==> config.mk <==
export PLATFORM = sky130hd
export DESIGN_NAME = ymodem_receiver_top
export DESIGN_NICKNAME = d
export VERILOG_FILES = /design/src/hdl/ymr_pkg.sv /design/src/hdl/ymr_core.sv /design/src/hdl/ymr_outq.sv /design/src/hdl/ymodem_receiver_top.sv
export VERILOG_INCLUDE_DIRS = /design/src /design/src/hdl
export SDC_FILE = /design/constraint.sdc
export NUM_CORES = 1
export LEC_CHECK = 0
export ABC_AREA = 1
export BUFFER_PORTS_ARGS = -buffer_cell sky130_fd_sc_hd__buf_2
export CAP_MARGIN = 20
export CORE_MARGIN = 2
export CORE_UTILIZATION = 62
export CTS_CLUSTER_SIZE = 10
export DETAILED_ROUTE_END_ITERATION = 10
export PLACE_DENSITY = 0.81
export SYNTH_ARGS = -nofsm -noshare
export SYNTH_HDL_FRONTEND = slang
export SYNTH_SLANG_ARGS = --single-unit
==> constraint.sdc <==
create_clock -name clk_i -period 4.81 [get_ports clk_i]
set_input_delay 0.962 -clock clk_i [delete_from_list [all_inputs] [get_ports clk_i]]
set_output_delay 0.962 -clock clk_i [all_outputs]
set_load 0.05 [all_outputs]
==> src/hdl/ymodem_receiver_top_macros.svh <==
// assertion macros for the ymodem receiver
`ifndef YMODEM_RECEIVER_TOP_MACROS_SVH
`define YMODEM_RECEIVER_TOP_MACROS_SVH
// implication checked at every clock edge outside reset
`define YMR_ASSERT(lbl, ante, cons) \
  lbl: assert property (@(posedge clk_i) disable iff (!rst_ni) (ante) |-> (cons)) \
    else $error("assertion failed");
// implication whose consequent is checked in the following cycle
`define YMR_ASSERT_NEXT(lbl, ante, cons) \
  lbl: assert property (@(posedge clk_i) disable iff (!rst_ni) (ante) |=> (cons)) \
    else $error("assertion failed");
`endif

==> src/hdl/ymr_pkg.sv <==
// ----------------------------------------------------------------------------
// ymr_pkg
// types, constants and helpers shared by the ymodem receiver
// ----------------------------------------------------------------------------
package ymr_pkg;
  localparam int unsigned ShortPayload = 128;
  localparam int unsigned LongPayload  = 1024;
  localparam int unsigned MaxResults   = 3;

  localparam logic [7:0] ChSoh = 8'h01;
  localparam logic [7:0] ChStx = 8'h02;
  localparam logic [7:0] ChEot = 8'h04;
  localparam logic [7:0] ChAck = 8'h06;
  localparam logic [7:0] ChNak = 8'h15;
  localparam logic [7:0] ChC   = 8'h43;

  localparam logic [31:0] InitTimeoutRst = 32'd10000;
  localparam logic [31:0] RecvTimeoutRst = 32'd3000;

  typedef enum logic [1:0] {
    OpStart = 2'd0, OpByte = 2'd1, OpPoll = 2'd2, OpTick = 2'd3
  } op_e;

  typedef enum logic [2:0] {
    EvNone = 3'd0, EvPayload = 3'd1, EvHeader = 3'd2, EvBlock = 3'd3,
    EvEnd = 3'd4, EvError = 3'd5
  } event_e;

  typedef enum logic [1:0] {
    CfgInitTimeout = 2'd0, CfgRecvTimeout = 2'd1, CfgAllowLong = 2'd2
  } cfg_idx_e;

  typedef enum logic [4:0] {
    PhStop = 5'b00001, PhInit = 5'b00010, PhHeader = 5'b00100,
    PhData = 5'b01000, PhEnd = 5'b10000
  } phase_e;

  typedef struct packed {
    logic [1:0] operation;
    logic [7:0] rx_byte;
  } in_item_t;

  typedef struct packed {
    logic        tx_valid;
    logic [7:0]  tx_byte;
    logic [2:0]  event_res;
    logic [7:0]  payload_byte;
    logic [7:0]  block_number;
    logic [10:0] block_length;
    logic [31:0] size_bytes;
    logic [1:0]  error_stage;
    logic        last;
  } out_item_t;

  typedef struct packed {
    logic [1:0]  count;
    out_item_t   r0;
    out_item_t   r1;
    out_item_t   r2;
  } result_set_t;

  typedef struct packed {
    logic [31:0] init_timeout;
    logic [31:0] recv_timeout;
    logic        allow_long;
  } cfg_t;

  function automatic logic [15:0] crc16_byte(logic [15:0] crc, logic [7:0] b);
    logic [15:0] c;
    c = crc ^ {b, 8'h00};
    for (int i = 0; i < 8; i++) begin
      c = c[15] ? ((c << 1) ^ 16'h1021) : (c << 1);
    end
    return c;
  endfunction

  function automatic out_item_t mk(logic txv, logic [7:0] txb, event_e ev);
    out_item_t r;
    r = '0;
    r.tx_valid = txv;
    r.tx_byte = txv ? txb : 8'h00;
    r.event_res = ev;
    return r;
  endfunction
endpackage

==> src/hdl/ymr_core.sv <==
// ----------------------------------------------------------------------------
// ymr_core
// protocol state and per-item result set, one item per enable
// ----------------------------------------------------------------------------
module ymr_core
  import ymr_pkg::*;
#(
  parameter int unsigned SHORT_LEN = ShortPayload,
  parameter int unsigned LONG_LEN  = LongPayload
) (
  input  logic        clk_i,
  input  logic        rst_ni,
  input  logic        en_i,
  input  in_item_t    item_i,
  input  cfg_t        cfg_i,
  output result_set_t res_o
);
  localparam logic [10:0] ShortL = 11'(SHORT_LEN);
  localparam logic [10:0] LongL  = 11'(LONG_LEN);

  phase_e      phase_q, phase_d;
  logic [10:0] pos_q, pos_d;
  logic        long_q, long_d;
  logic [7:0]  exp_q, exp_d, seq_q, seq_d;
  logic        cok_q, cok_d;
  logic [15:0] crc_q, crc_d, rcrc_q, rcrc_d;
  logic [31:0] el_q, el_d;
  logic        ne_q, ne_d, dd_q, dd_d;
  logic [31:0] sz_q, sz_d;

  always_comb begin
    logic [7:0]  b;
    logic [10:0] len;
    logic        done, good;
    logic [7:0]  want, nxt;
    logic [35:0] v;
    logic [31:0] lim, el1;
    out_item_t   rs [3];
    int unsigned n;
    b = item_i.rx_byte;
    phase_d = phase_q; pos_d = pos_q; long_d = long_q; exp_d = exp_q;
    seq_d = seq_q; cok_d = cok_q; crc_d = crc_q; rcrc_d = rcrc_q;
    el_d = el_q; ne_d = ne_q; dd_d = dd_q; sz_d = sz_q;
    rs[0] = '0; rs[1] = '0; rs[2] = '0; n = 0;
    done = 1'b0;
    good = 1'b0;
    len = long_q ? LongL : ShortL;
    nxt = exp_q + 8'd1;
    want = (phase_q == PhData) ? nxt : 8'd0;
    v = '0;
    lim = (phase_q == PhInit) ? cfg_i.init_timeout : cfg_i.recv_timeout;
    el1 = (el_q == '1) ? el_q : el_q + 32'd1;
    unique case (op_e'(item_i.operation))
      OpStart: begin
        if (phase_q == PhStop) begin
          phase_d = PhInit; pos_d = '0; long_d = 1'b0; exp_d = '0; seq_d = '0;
          cok_d = 1'b0; crc_d = '0; rcrc_d = '0; el_d = '0; ne_d = 1'b0;
          dd_d = 1'b0; sz_d = '0;
        end
      end
      OpTick: begin
        if (phase_q != PhStop) begin
          el_d = el1;
          if (el1 >= lim) begin
            rs[0] = mk(1'b0, 8'h00, EvError);
            unique case (phase_q)
              PhInit:   rs[0].error_stage = 2'd0;
              PhHeader: rs[0].error_stage = 2'd1;
              PhData:   rs[0].error_stage = 2'd2;
              default:  rs[0].error_stage = 2'd3;
            endcase
            n = 1;
            phase_d = PhStop; pos_d = '0; long_d = 1'b0; exp_d = '0; seq_d = '0;
            cok_d = 1'b0; crc_d = '0; rcrc_d = '0; el_d = '0; ne_d = 1'b0;
            dd_d = 1'b0; sz_d = '0;
          end
        end
      end
      OpPoll: begin
        if (phase_q == PhInit) begin
          rs[0] = mk(1'b1, ChC, EvNone); n = 1;
        end
      end
      default: begin
        if (phase_q == PhInit) begin
          if (b == ChSoh) begin
            phase_d = PhHeader; el_d = '0; long_d = 1'b0; pos_d = 11'd1;
            seq_d = '0; cok_d = 1'b0; crc_d = '0; rcrc_d = '0;
            ne_d = 1'b0; sz_d = '0; dd_d = 1'b0;
          end else begin
            rs[0] = mk(1'b1, ChC, EvNone); n = 1;
          end
        end else if (phase_q != PhStop) begin
          if (pos_q == '0) begin
            if (b == ChSoh || (phase_q == PhData && b == ChStx && cfg_i.allow_long)) begin
              long_d = (b == ChStx); pos_d = 11'd1;
              seq_d = '0; cok_d = 1'b0; crc_d = '0; rcrc_d = '0;
              ne_d = 1'b0; sz_d = '0; dd_d = 1'b0;
            end else if (b == ChEot && phase_q == PhData) begin
              phase_d = PhEnd; el_d = '0;
              rs[0] = mk(1'b1, ChNak, EvNone); n = 1;
            end else if (b == ChEot && phase_q == PhEnd) begin
              rs[0] = mk(1'b1, ChAck, EvNone); rs[1] = mk(1'b1, ChC, EvNone); n = 2;
            end
          end else begin
            if (pos_q <= 11'd1) begin
              seq_d = b;
            end else if (pos_q == 11'd2) begin
              cok_d = ((seq_q ^ b) == 8'hFF);
            end else if (pos_q < len + 11'd3) begin
              crc_d = crc16_byte(crc_q, b);
              if (phase_q == PhHeader) begin
                if (!ne_q) begin
                  if (b == 8'h00) ne_d = 1'b1;
                end else if (!dd_q) begin
                  if (b >= 8'h30 && b <= 8'h39) begin
                    // size times ten plus the digit
                    v = ({4'h0, sz_q} << 3) + ({4'h0, sz_q} << 1) + {28'h0, b - 8'h30};
                    sz_d = (v > 36'hFFFFFFFF) ? '1 : v[31:0];
                  end else begin
                    dd_d = 1'b1;
                  end
                end
              end
              rs[0] = mk(1'b0, 8'h00, EvPayload); rs[0].payload_byte = b; n = 1;
            end else if (pos_q == len + 11'd3) begin
              rcrc_d = {b, 8'h00};
            end else begin
              rcrc_d = {rcrc_q[15:8], b};
              done = 1'b1;
            end
            pos_d = done ? 11'd0 : pos_q + 11'd1;
            good = done && (seq_q == want) && cok_q && (crc_q == {rcrc_q[15:8], b});
            if (good) begin
              unique case (phase_q)
                PhHeader: begin
                  phase_d = PhData; exp_d = '0; el_d = '0;
                  rs[0] = mk(1'b1, ChAck, EvHeader); rs[0].block_length = ShortL;
                  rs[0].size_bytes = ne_q ? sz_q : 32'd0;
                  rs[1] = mk(1'b1, ChC, EvNone); n = 2;
                end
                PhData: begin
                  exp_d = nxt; el_d = '0;
                  rs[0] = mk(1'b1, ChAck, EvBlock); rs[0].block_number = nxt;
                  rs[0].block_length = len; n = 1;
                end
                default: begin
                  phase_d = PhStop; pos_d = '0; long_d = 1'b0; exp_d = '0;
                  seq_d = '0; cok_d = 1'b0; crc_d = '0; rcrc_d = '0; el_d = '0;
                  ne_d = 1'b0; dd_d = 1'b0; sz_d = '0;
                  rs[0] = mk(1'b1, ChAck, EvEnd); rs[0].block_length = ShortL; n = 1;
                end
              endcase
            end
          end
        end
      end
    endcase
    if (n == 1) rs[0].last = 1'b1;
    if (n == 2) rs[1].last = 1'b1;
    res_o.count = 2'(n);
    res_o.r0 = rs[0]; res_o.r1 = rs[1]; res_o.r2 = rs[2];
  end

  always_ff @(posedge clk_i or negedge rst_ni) begin
    if (!rst_ni) begin
      phase_q <= PhStop; pos_q <= '0; long_q <= 1'b0; exp_q <= '0; seq_q <= '0;
      cok_q <= 1'b0; crc_q <= '0; rcrc_q <= '0; el_q <= '0; ne_q <= 1'b0;
      dd_q <= 1'b0; sz_q <= '0;
    end else if (en_i) begin
      phase_q <= phase_d; pos_q <= pos_d; long_q <= long_d; exp_q <= exp_d;
      seq_q <= seq_d; cok_q <= cok_d; crc_q <= crc_d; rcrc_q <= rcrc_d;
      el_q <= el_d; ne_q <= ne_d; dd_q <= dd_d; sz_q <= sz_d;
    end
  end
endmodule

==> src/hdl/ymr_outq.sv <==
// ----------------------------------------------------------------------------
// ymr_outq
// result queue, takes up to three results per cycle, gives one per request
// ----------------------------------------------------------------------------
module ymr_outq
  import ymr_pkg::*;
(
  input  logic        clk_i,
  input  logic        rst_ni,
  input  logic        push_i,
  input  result_set_t set_i,
  output logic        room_o,
  output logic        valid_o,
  input  logic        stall_i,
  output out_item_t   data_o
);
  localparam int unsigned Depth = 4;
  out_item_t   mem_q [Depth];
  logic [1:0]  rd_q, wr_q;
  logic [2:0]  cnt_q;
  logic        pop;
  logic [2:0]  add;

  assign valid_o = (cnt_q != '0);
  assign data_o  = mem_q[rd_q];
  assign pop     = valid_o && !stall_i;
  assign add     = push_i ? {1'b0, set_i.count} : 3'd0;
  // room for a worst case set even when nothing is popped this cycle
  assign room_o  = (cnt_q <= 3'(Depth - MaxResults));

  always_ff @(posedge clk_i) begin
    if (add > 3'd0) mem_q[wr_q] <= set_i.r0;
    if (add > 3'd1) mem_q[wr_q + 2'd1] <= set_i.r1;
    if (add > 3'd2) mem_q[wr_q + 2'd2] <= set_i.r2;
  end

  always_ff @(posedge clk_i or negedge rst_ni) begin
    if (!rst_ni) begin
      rd_q <= '0; wr_q <= '0; cnt_q <= '0;
    end else begin
      wr_q  <= wr_q + add[1:0];
      rd_q  <= rd_q + {1'b0, pop};
      cnt_q <= cnt_q + add - {2'b00, pop};
    end
  end
endmodule

==> src/hdl/ymodem_receiver_top.sv <==
// ----------------------------------------------------------------------------
// ymodem_receiver_top
// ymodem crc-16 receiver with 1k frames, while not stalled one request per cycle
// ----------------------------------------------------------------------------
// channel  direction  handshake        payload
// in       input      in_valid/stall   in_item_t (operation, rx_byte)
// out      output     out_valid/stall  out_item_t (one result)
// cfg      input      valid/ready      register index, 32-bit data
//
// while not stalled, one request is taken every cycle; its results land in a four-entry queue
// set by the state update path (crc byte step and size digit multiply)
// input stalls while the queue could not hold three more results
// async active-low reset: phase stop, timeouts 10000/3000, long frames on
// ----------------------------------------------------------------------------
module ymodem_receiver_top
  import ymr_pkg::*;
#(
  parameter int unsigned SHORT_LEN = ShortPayload,
  parameter int unsigned LONG_LEN  = LongPayload
) (
  input  logic        clk_i,
  input  logic        rst_ni,
  input  logic        in_valid_i,
  output logic        in_stall_o,
  input  in_item_t    in_data_i,
  output logic        out_valid_o,
  input  logic        out_stall_i,
  output out_item_t   out_data_o,
  input  logic        cfg_valid_i,
  output logic        cfg_ready_o,
  input  logic [1:0]  cfg_index_i,
  input  logic [31:0] cfg_data_i
);
  `include "ymodem_receiver_top_macros.svh"

  cfg_t        cfg_q;
  result_set_t set;
  logic        room, take;

  assign cfg_ready_o = 1'b1;
  assign in_stall_o  = !room;
  assign take        = in_valid_i && room;

  // configuration registers
  always_ff @(posedge clk_i or negedge rst_ni) begin
    if (!rst_ni) begin
      cfg_q.init_timeout <= InitTimeoutRst;
      cfg_q.recv_timeout <= RecvTimeoutRst;
      cfg_q.allow_long   <= 1'b1;
    end else if (cfg_valid_i) begin
      unique case (cfg_idx_e'(cfg_index_i))
        CfgInitTimeout: cfg_q.init_timeout <= cfg_data_i;
        CfgRecvTimeout: cfg_q.recv_timeout <= cfg_data_i;
        CfgAllowLong:   cfg_q.allow_long   <= cfg_data_i[0];
        default: ;
      endcase
    end
  end

  ymr_core #(.SHORT_LEN(SHORT_LEN), .LONG_LEN(LONG_LEN)) u_core (
    .clk_i, .rst_ni, .en_i(take), .item_i(in_data_i), .cfg_i(cfg_q), .res_o(set)
  );

  ymr_outq u_outq (
    .clk_i, .rst_ni, .push_i(take), .set_i(set), .room_o(room),
    .valid_o(out_valid_o), .stall_i(out_stall_i), .data_o(out_data_o)
  );

  `YMR_ASSERT(a_nak_no_event, out_valid_o && out_data_o.tx_byte == ChNak,
    out_data_o.event_res == EvNone)
  `YMR_ASSERT(a_tx_zero, out_valid_o && !out_data_o.tx_valid, out_data_o.tx_byte == 8'h00)
  `YMR_ASSERT_NEXT(a_hold, out_valid_o && out_stall_i, out_valid_o)
endmodule
After elaboration in Yosys (flattened, before gate mapping):

Memories as Yosys holds them, arrays and structs flattened.
Cells that the tools add are included.
W data, S select, Z words.

* add/subtract/negate cells: 13
* $lt $le $gt $ge: 10
* equal/unequal tests: 32
* multiplexer cells: 208
* bitwise operators: 11
* reduce and logical (&&, ||, !) cells: 33

Operator list (count)
* $mux W32: 37
* $mux W74: 12
* $mux W148: 5
* $mux W16: 22
* $pmux W32 S3: 3
* $pmux W74 S3: 1
* $mux W11: 12
* $pmux W65 S2: 1
* $mux W8: 16
* $mux W13: 8
* $pmux W16 S3: 2
* $reduce_or A74 Y1: 1
* $mux W65: 1
* $mux W63: 1
* $mux W1: 62
* $mux W5: 10
* $pmux W8 S3: 2
* $add A35 B33 Y36: 1
* $add A36 B8 Y36: 1
* $gt A36 B32 Y1 const B: 1
* $pmux W11 S3: 1
* $add A32 B1 Y32 const B: 1
* $eq A32 B1 Y1 const B: 1
* $eq A32 B2 Y1 const B: 1
* 65 further kinds: 104

* flip-flop bits (word level): 204
* RAM bits: 296
* input bits: 49
* output and inout bits: 77
* logic and storage cells: 326
* memories: 1

Memories
* u_outq.mem_q: words 4, width 74, rd ports 1, clocked after memory_dff 0, wr ports 2, RTL line ymr_outq.sv:18 `out_item_t mem_q [Depth];`

Logic depth before layout (Yosys ltp):

* depth after elaboration: 26
* mapped depth: 31
* gate-level depth less buffers: 31

Cells and area by module:

A second synthesis with hierarchy kept.

* cells, all modules: 5057
* area, all modules: 35731.8 um^2

By module, submodules not included
* ymr_outq: times used 1, cells an instance 2560, area an instance 18804.3 um^2, sequential area each 9063.7 um^2
* ymr_core: times used 1, cells an instance 2203, area an instance 14264.9 um^2, sequential area each 3104.2 um^2
* ymodem_receiver_top: times used 1, cells an instance 294, area an instance 2662.6 um^2, sequential area each 1642.8 um^2

Worst setup path before layout:

Ideal clock, no wire load.

* path type: in2reg
* from: in in_data_i[4] in the netlist's numbering
* to: reg u_core.sz_q[6]
* data arrival time: 4090 ps
* required time: 4681 ps
* slack: 591 ps
* stages on the path: 19
* path through: ha_1 xor2_1 fa_1 inv_1 ha_1 inv_1 o21bai_1 a21oi_1 o21ai_0 a21boi_0 o21ai_0 nand2_1 nand3_1 nand2_1 nor2_1 nand3_1 buf_2 o21ai_0 o21ai_0

* longest elaborated chain between the ends: 17
* elaborated cells between the ends (all ways): 30
* classes of those cells: 2 x add/sub; 3 x order compare; 5 x eq/ne; 14 x mux; 6 x reduce/logical

Ends and longest elaborated chain
* start, declared: RTL line ymodem_receiver_top.sv:25 `input in_item_t in_data_i,`
* $sub A8 B6 Y8: RTL line ymr_core.sv:118 `v = ({4'h0, sz_q} << 3) + ({4'h0, sz_q} << 1) + {28'h0, b - 8'h30};`
* $add A36 B8 Y36: RTL line ymr_core.sv:118
* $gt A36 B32 Y1: RTL line ymr_core.sv:119 `sz_d = (v > 36'hFFFFFFFF) ? '1 : v[31:0];`
* $mux W32: RTL line ymr_core.sv:119
* $mux W32: RTL line ymr_core.sv:116 `if (b >= 8'h30 && b <= 8'h39) begin`
* $mux W32: RTL line ymr_core.sv:115 `end else if (!dd_q) begin`
* $mux W32: RTL line ymr_core.sv:113 `if (!ne_q) begin`
* $mux W32: RTL line ymr_core.sv:112 `if (phase_q == PhHeader) begin`
* $mux W32: RTL line ymr_core.sv:110 `end else if (pos_q < len + 11'd3) begin`
* $mux W32: RTL line ymr_core.sv:108 `end else if (pos_q == 11'd2) begin`
* $mux W32: RTL line ymr_core.sv:106 `if (pos_q <= 11'd1) begin`
* $mux W32: RTL line ymr_core.sv:135 `unique case (phase_q)`
* $mux W32: RTL line ymr_core.sv:134 `if (good) begin`
* $mux W32: RTL line ymr_core.sv:94 `if (pos_q == '0) begin`
* $mux W32: RTL line ymr_core.sv:93 `end else if (phase_q != PhStop) begin`
* $mux W32: RTL line ymr_core.sv:85 `if (phase_q == PhInit) begin`
* $pmux W32 S3: RTL line ymr_core.sv:53 `unique case (op_e'(item_i.operation))`
* end signal, assigned: RTL line ymr_core.sv:169 `dd_q <= 1'b0; sz_q <= '0;`
* end signal, assigned: RTL line ymr_core.sv:173 `el_q <= el_d; ne_q <= ne_d; dd_q <= dd_d; sz_q <= sz_d;`
* end, declared: RTL line ymr_core.sv:29 `logic [31:0] sz_q, sz_d;`

Parallel ways exist; a longest one is shown, timed or not. The select of a mux whose other input is x is not followed.
A chain may end at the register's enable or synchronous reset.

Final worst setup path:

* from: reg u_core.el_q[0]
* to: reg u_outq.cnt_q[2]

* longest elaborated chain between the ends: 9
* elaborated cells between the ends (all ways): 10
* classes of those cells: 3 x add/sub; 1 x order compare; 1 x eq/ne; 5 x mux

Ends and longest elaborated chain
* start, declared: RTL line ymr_core.sv:27 `logic [31:0] el_q, el_d;`
* start signal, assigned: RTL line ymr_core.sv:168 `cok_q <= 1'b0; crc_q <= '0; rcrc_q <= '0; el_q <= '0; ne_q <= 1'b0;`
* start signal, assigned: RTL line ymr_core.sv:173
* $add A32 B1 Y32 / $eq A32 B32 Y1 (equally long branches): RTL line ymr_core.sv:52 `el1 = (el_q == '1) ? el_q : el_q + 32'd1;`
* $mux W32 (*): RTL line ymr_core.sv:52
* $ge A32 B32 Y1 (*): RTL line ymr_core.sv:64 `if (el1 >= lim) begin`
* $mux W1 (*): RTL line ymr_core.sv:64
* $mux W32 (*): RTL line ymr_core.sv:62 `if (phase_q != PhStop) begin`
* $pmux W32 S3 (*): RTL line ymr_core.sv:53
* $mux W2 (*): RTL line ymr_outq.sv:27 `assign add = push_i ? {1'b0, set_i.count} : 3'd0;`
* $add A3 B3 Y3 (*): RTL line ymr_outq.sv:43 `cnt_q <= cnt_q + add - {2'b00, pop};`
* $sub A3 B1 Y3 (*): RTL line ymr_outq.sv:43
* end signal, assigned: RTL line ymr_outq.sv:43
* end, declared: RTL line ymr_outq.sv:20 `logic [2:0] cnt_q;`

Mark *: on every way between the ends. The rest lies on a longest branch, timed or not.

==> results.sh <==
export IMPL_status="finished clean"
export IMPL_p_sw_uw=7420
export IMPL_setup_violations_final=0
export IMPL_cts_buffers=51
export IMPL_grt_pass1_wl_mm=118
export IMPL_synthArstFlopShare_pct=44.1
export IMPL_num_rows=73
export IMPL_globalRouteOverflowTotal=0
export IMPL_p_leak_uw=0.0126
export IMPL_layout_drive_gt1_share_pct=10.2
export IMPL_hold_ws_ns=0.369
export IMPL_cpMostUsedCell="nor2_2"
export IMPL_via_per_inst=6.11
export IMPL_io_pins=126
export IMPL_postCtsHoldBufs=0
export IMPL_wl_per_cell_um=18.8
export IMPL_initial_core_util_pct=63.0
export IMPL_slew_viol_final=0
export IMPL_drtIter0Drc=2870
export IMPL_cp_end_kind="flop"
export IMPL_clock_fmax_mhz=209
export IMPL_tightest_slew_ns=1.02
export IMPL_dp_hpwl_mm=51.4
export IMPL_drt_pass1_iterations=6
export IMPL_synthDominantCellAreaShare_pct=18.2
export IMPL_yosys_top_cells_area="dfxtp_1 18%, dfrtp_1 18%, o21ai_0 9.8%"
export IMPL_p_total_uw=15800
export IMPL_cp_required_ns=5.29
export IMPL_syn_avg_cell_area_um2=7.53
export IMPL_grt_max_degree=92
export IMPL_max_stage_delay_ns=0.41
export IMPL_port_buffer_count=112
export IMPL_die_y_um=205
export IMPL_seq_area_frac_synth_pct=40.1
export IMPL_p_clk_share_pct=22.2
export IMPL_critPathLaunchType="flop"
export IMPL_slowest_stage="dfrtp_1"
export IMPL_antenna_found_initial=0
export IMPL_die_width_um=205
export IMPL_diodes=0
export IMPL_min_period_ns=4.79
export IMPL_final_util_pct=70.0
export IMPL_finalNonFillerCells=3958
export IMPL_die_area_um2=42200
export IMPL_cts_sinks=444
export IMPL_syn_inst=3339
export IMPL_cellPowerDensity_nw_per_um2=567
export IMPL_fp_coreArea_um2=39900
export IMPL_worstHoldPathType="input port to async pin"
export IMPL_clk_pin_slew_ns=0.07
export IMPL_place_gp_congestion=0.953
export IMPL_cts_tree="yes"
export IMPL_grt_pass1_vias=22700
export IMPL_fillCellCount=3219
export IMPL_ys_flop_type="dfxtp_1"
export IMPL_relSlewSlack_pct=31.6
export IMPL_ir_worst_vdd_uv=390
export IMPL_drv_cap=0
export IMPL_fin_tns_setup_ns=0
export IMPL_ys_types=62
export IMPL_cp_max_fo=4
export IMPL_layout_nets=3570
export IMPL_htreeDepth=2
export IMPL_final_antenna_net_count=0
export IMPL_dp_cells=3863
export IMPL_timing_final_crit_share_pct=99.6
export IMPL_final_hold_viol_count=0
export IMPL_crit_arrival_ns=5.27
export IMPL_switching_share_pct=46.9
export IMPL_comb_power_share_pct=47.6
export IMPL_cts_path_max_buffers=3
export IMPL_synth_area_um2=25100
export IMPL_yosysMostFrequentCell="o21ai_0"
export IMPL_crit_type="flop to flop"
export IMPL_synth_edff_count=20
export IMPL_wl_mm=74.3
export IMPL_p_int_uw=8410
export IMPL_syn_to_final_growth_pct=11.2
export IMPL_grt_util_all_layers_pct=34.7
export IMPL_synth_yosys_warnings=0
export IMPL_finClkSkew_ns=0.0412
export IMPL_synth_seq_cells=444
export IMPL_power_share_sequential_pct=30.3
export IMPL_rsz0062_at_grt="true"
export IMPL_yosysTopAreaCell="dfxtp_1"
export IMPL_cts_root_buf="clkbuf_16"
export IMPL_synth_cells_most_frequent="491 x o21ai_0, 471 x nand2_1, 327 x inv_1"
export IMPL_vias=24200
export IMPL_drc=0
export IMPL_clock_latency_ns=0.60
==> kinds of logic (layout without fill, tap and decap cells) <==
| logic type | Yosys count | count (layout) | share of synthesized area (%) |
|---|---|---|---|
| buf+inv | 537 | 620 | 8.77 |
| xor+xnor | 94 | 94 | 3.28 |
| other cells | 2 | 13 | 0.0299 |
| fa+ha+maj | 117 | 117 | 6.03 |
| simple gates | 1299 | 1299 | 23.0 |
| compound gates | 813 | 813 | 17.5 |
| flops | 444 | 444 | 40.1 |
| mux | 33 | 33 | 1.31 |
==> final cells by class <==
class	count	area, µm²	share of cell area (%)
clock buffer	78	1410	5.04
inverter	339	1280	4.57
multi-input combinational	2369	13100	46.9
tap	525	657	2.35
timing repair buffer	199	1350	4.83
sequential	444	10100	36.1
clock inverter	4	48.8	0.175
==> layer usage <==
layer / up-vias / part of all wire, % / track usage, %
met3: 154 / 8.9 / 6.51
met5: - / 0 / 0
met2: 1096 / 45 / 54.4
met1: 11500 / 43 / 48.7
met4: 0 / 2.7 / 11.4
li1: 11400 / - / -
==> placed cells by master (no fill, tap or decap), drive strengths merged, types with 20 or more instances in the layout <==
master	count
edfxtp	20
a21oi	120
clkbuf	79
nor4	33
nand2	479
buf	198
dfxtp	228
mux2i	33
nand4	70
o22ai	112
inv	335
nor3	45
o21ai	516
ha	110
xnor2	35
nand3	330
xor2	59
dfrtp	182
nor2	328
==> path summary, 6_finish.rpt <==
path | start | to | slack (ns) | cells past startpoint
hold reg to reg | u_outq.mem_q[0][17] | u_outq.mem_q[0][17] | 0.47 | 2
setup / recovery | u_core.el_q[0] | u_outq.cnt_q[2] | 0.02 | 28
max in group asynchronous | rst_ni | cfg_q[8] | 3.46 | 2
min in group clk_i | u_outq.mem_q[0][17] | u_outq.mem_q[0][17] | 0.47 | 2
setup reg to reg | u_core.el_q[0] | u_outq.cnt_q[2] | 0.02 | 28
hold / removal | rst_ni | cfg_q[29] | 0.37 | 1
==> through the flow <==
step           setup WS, ns  cell area, µm²
6_report             0.0201           27900
5_1_grt              -0.222           27900
4_1_cts             0.00109           27700
3_5_place_dp         -0.240           26200
3_3_place_gp        -0.0702           26200
2_1_floorplan         0.591           25200
==> sequential cells by signal, indices dropped and copies added (netlist names) <==
| signal | cells |
|---|---|
| u_outq.rd_q | 2 |
| cfg_q | 65 |
| u_core.ne_q | 1 |
| u_outq.cnt_q | 3 |
| u_core.phase_q | 5 |
| u_core.dd_q | 1 |
| u_core.crc_q | 16 |
| u_core.exp_q | 8 |
| u_outq.mem_q | 248 |
| u_core.pos_q | 11 |
| u_core.rcrc_q | 8 |
| u_core.sz_q | 32 |
| u_outq.wr_q | 2 |
| u_core.el_q | 32 |
| u_core.cok_q | 1 |
| u_core.seq_q | 8 |
| u_core.long_q | 1 |
==> power groups by stage <==
stage,sequential [µW],clock (µW),combinational (µW)
2_1_floorplan,4610,0,5520
3_3_place_gp,4800,0,7060
3_5_place_dp,4830,0,7240
4_1_cts,4760,3540,7320
5_1_grt,4840,3670,8200
6_report,4790,3510,7530
==> what timing repair did <==
action / in CTS / in global routing
pin swaps: 4 / 20
gates resized for setup: 9 / 36
buffers inserted: 1 / 11
setup endpoints to repair: 250 / 354
==> critical path, delay by kind of cell (launching register included) <==
| kind | cells | cell delay [ns] |
|---|---|---|
| xor gates and xnor gates | 3 | 0.52 |
| adders and majority gates | 4 | 1.03 |
| buffers and inverters | 3 | 0.24 |
| DFF | 1 | 0.41 |
| and+or+nand+nor | 18 | 2.46 |
No activity file was read; power rests on OpenSTA's default activity.
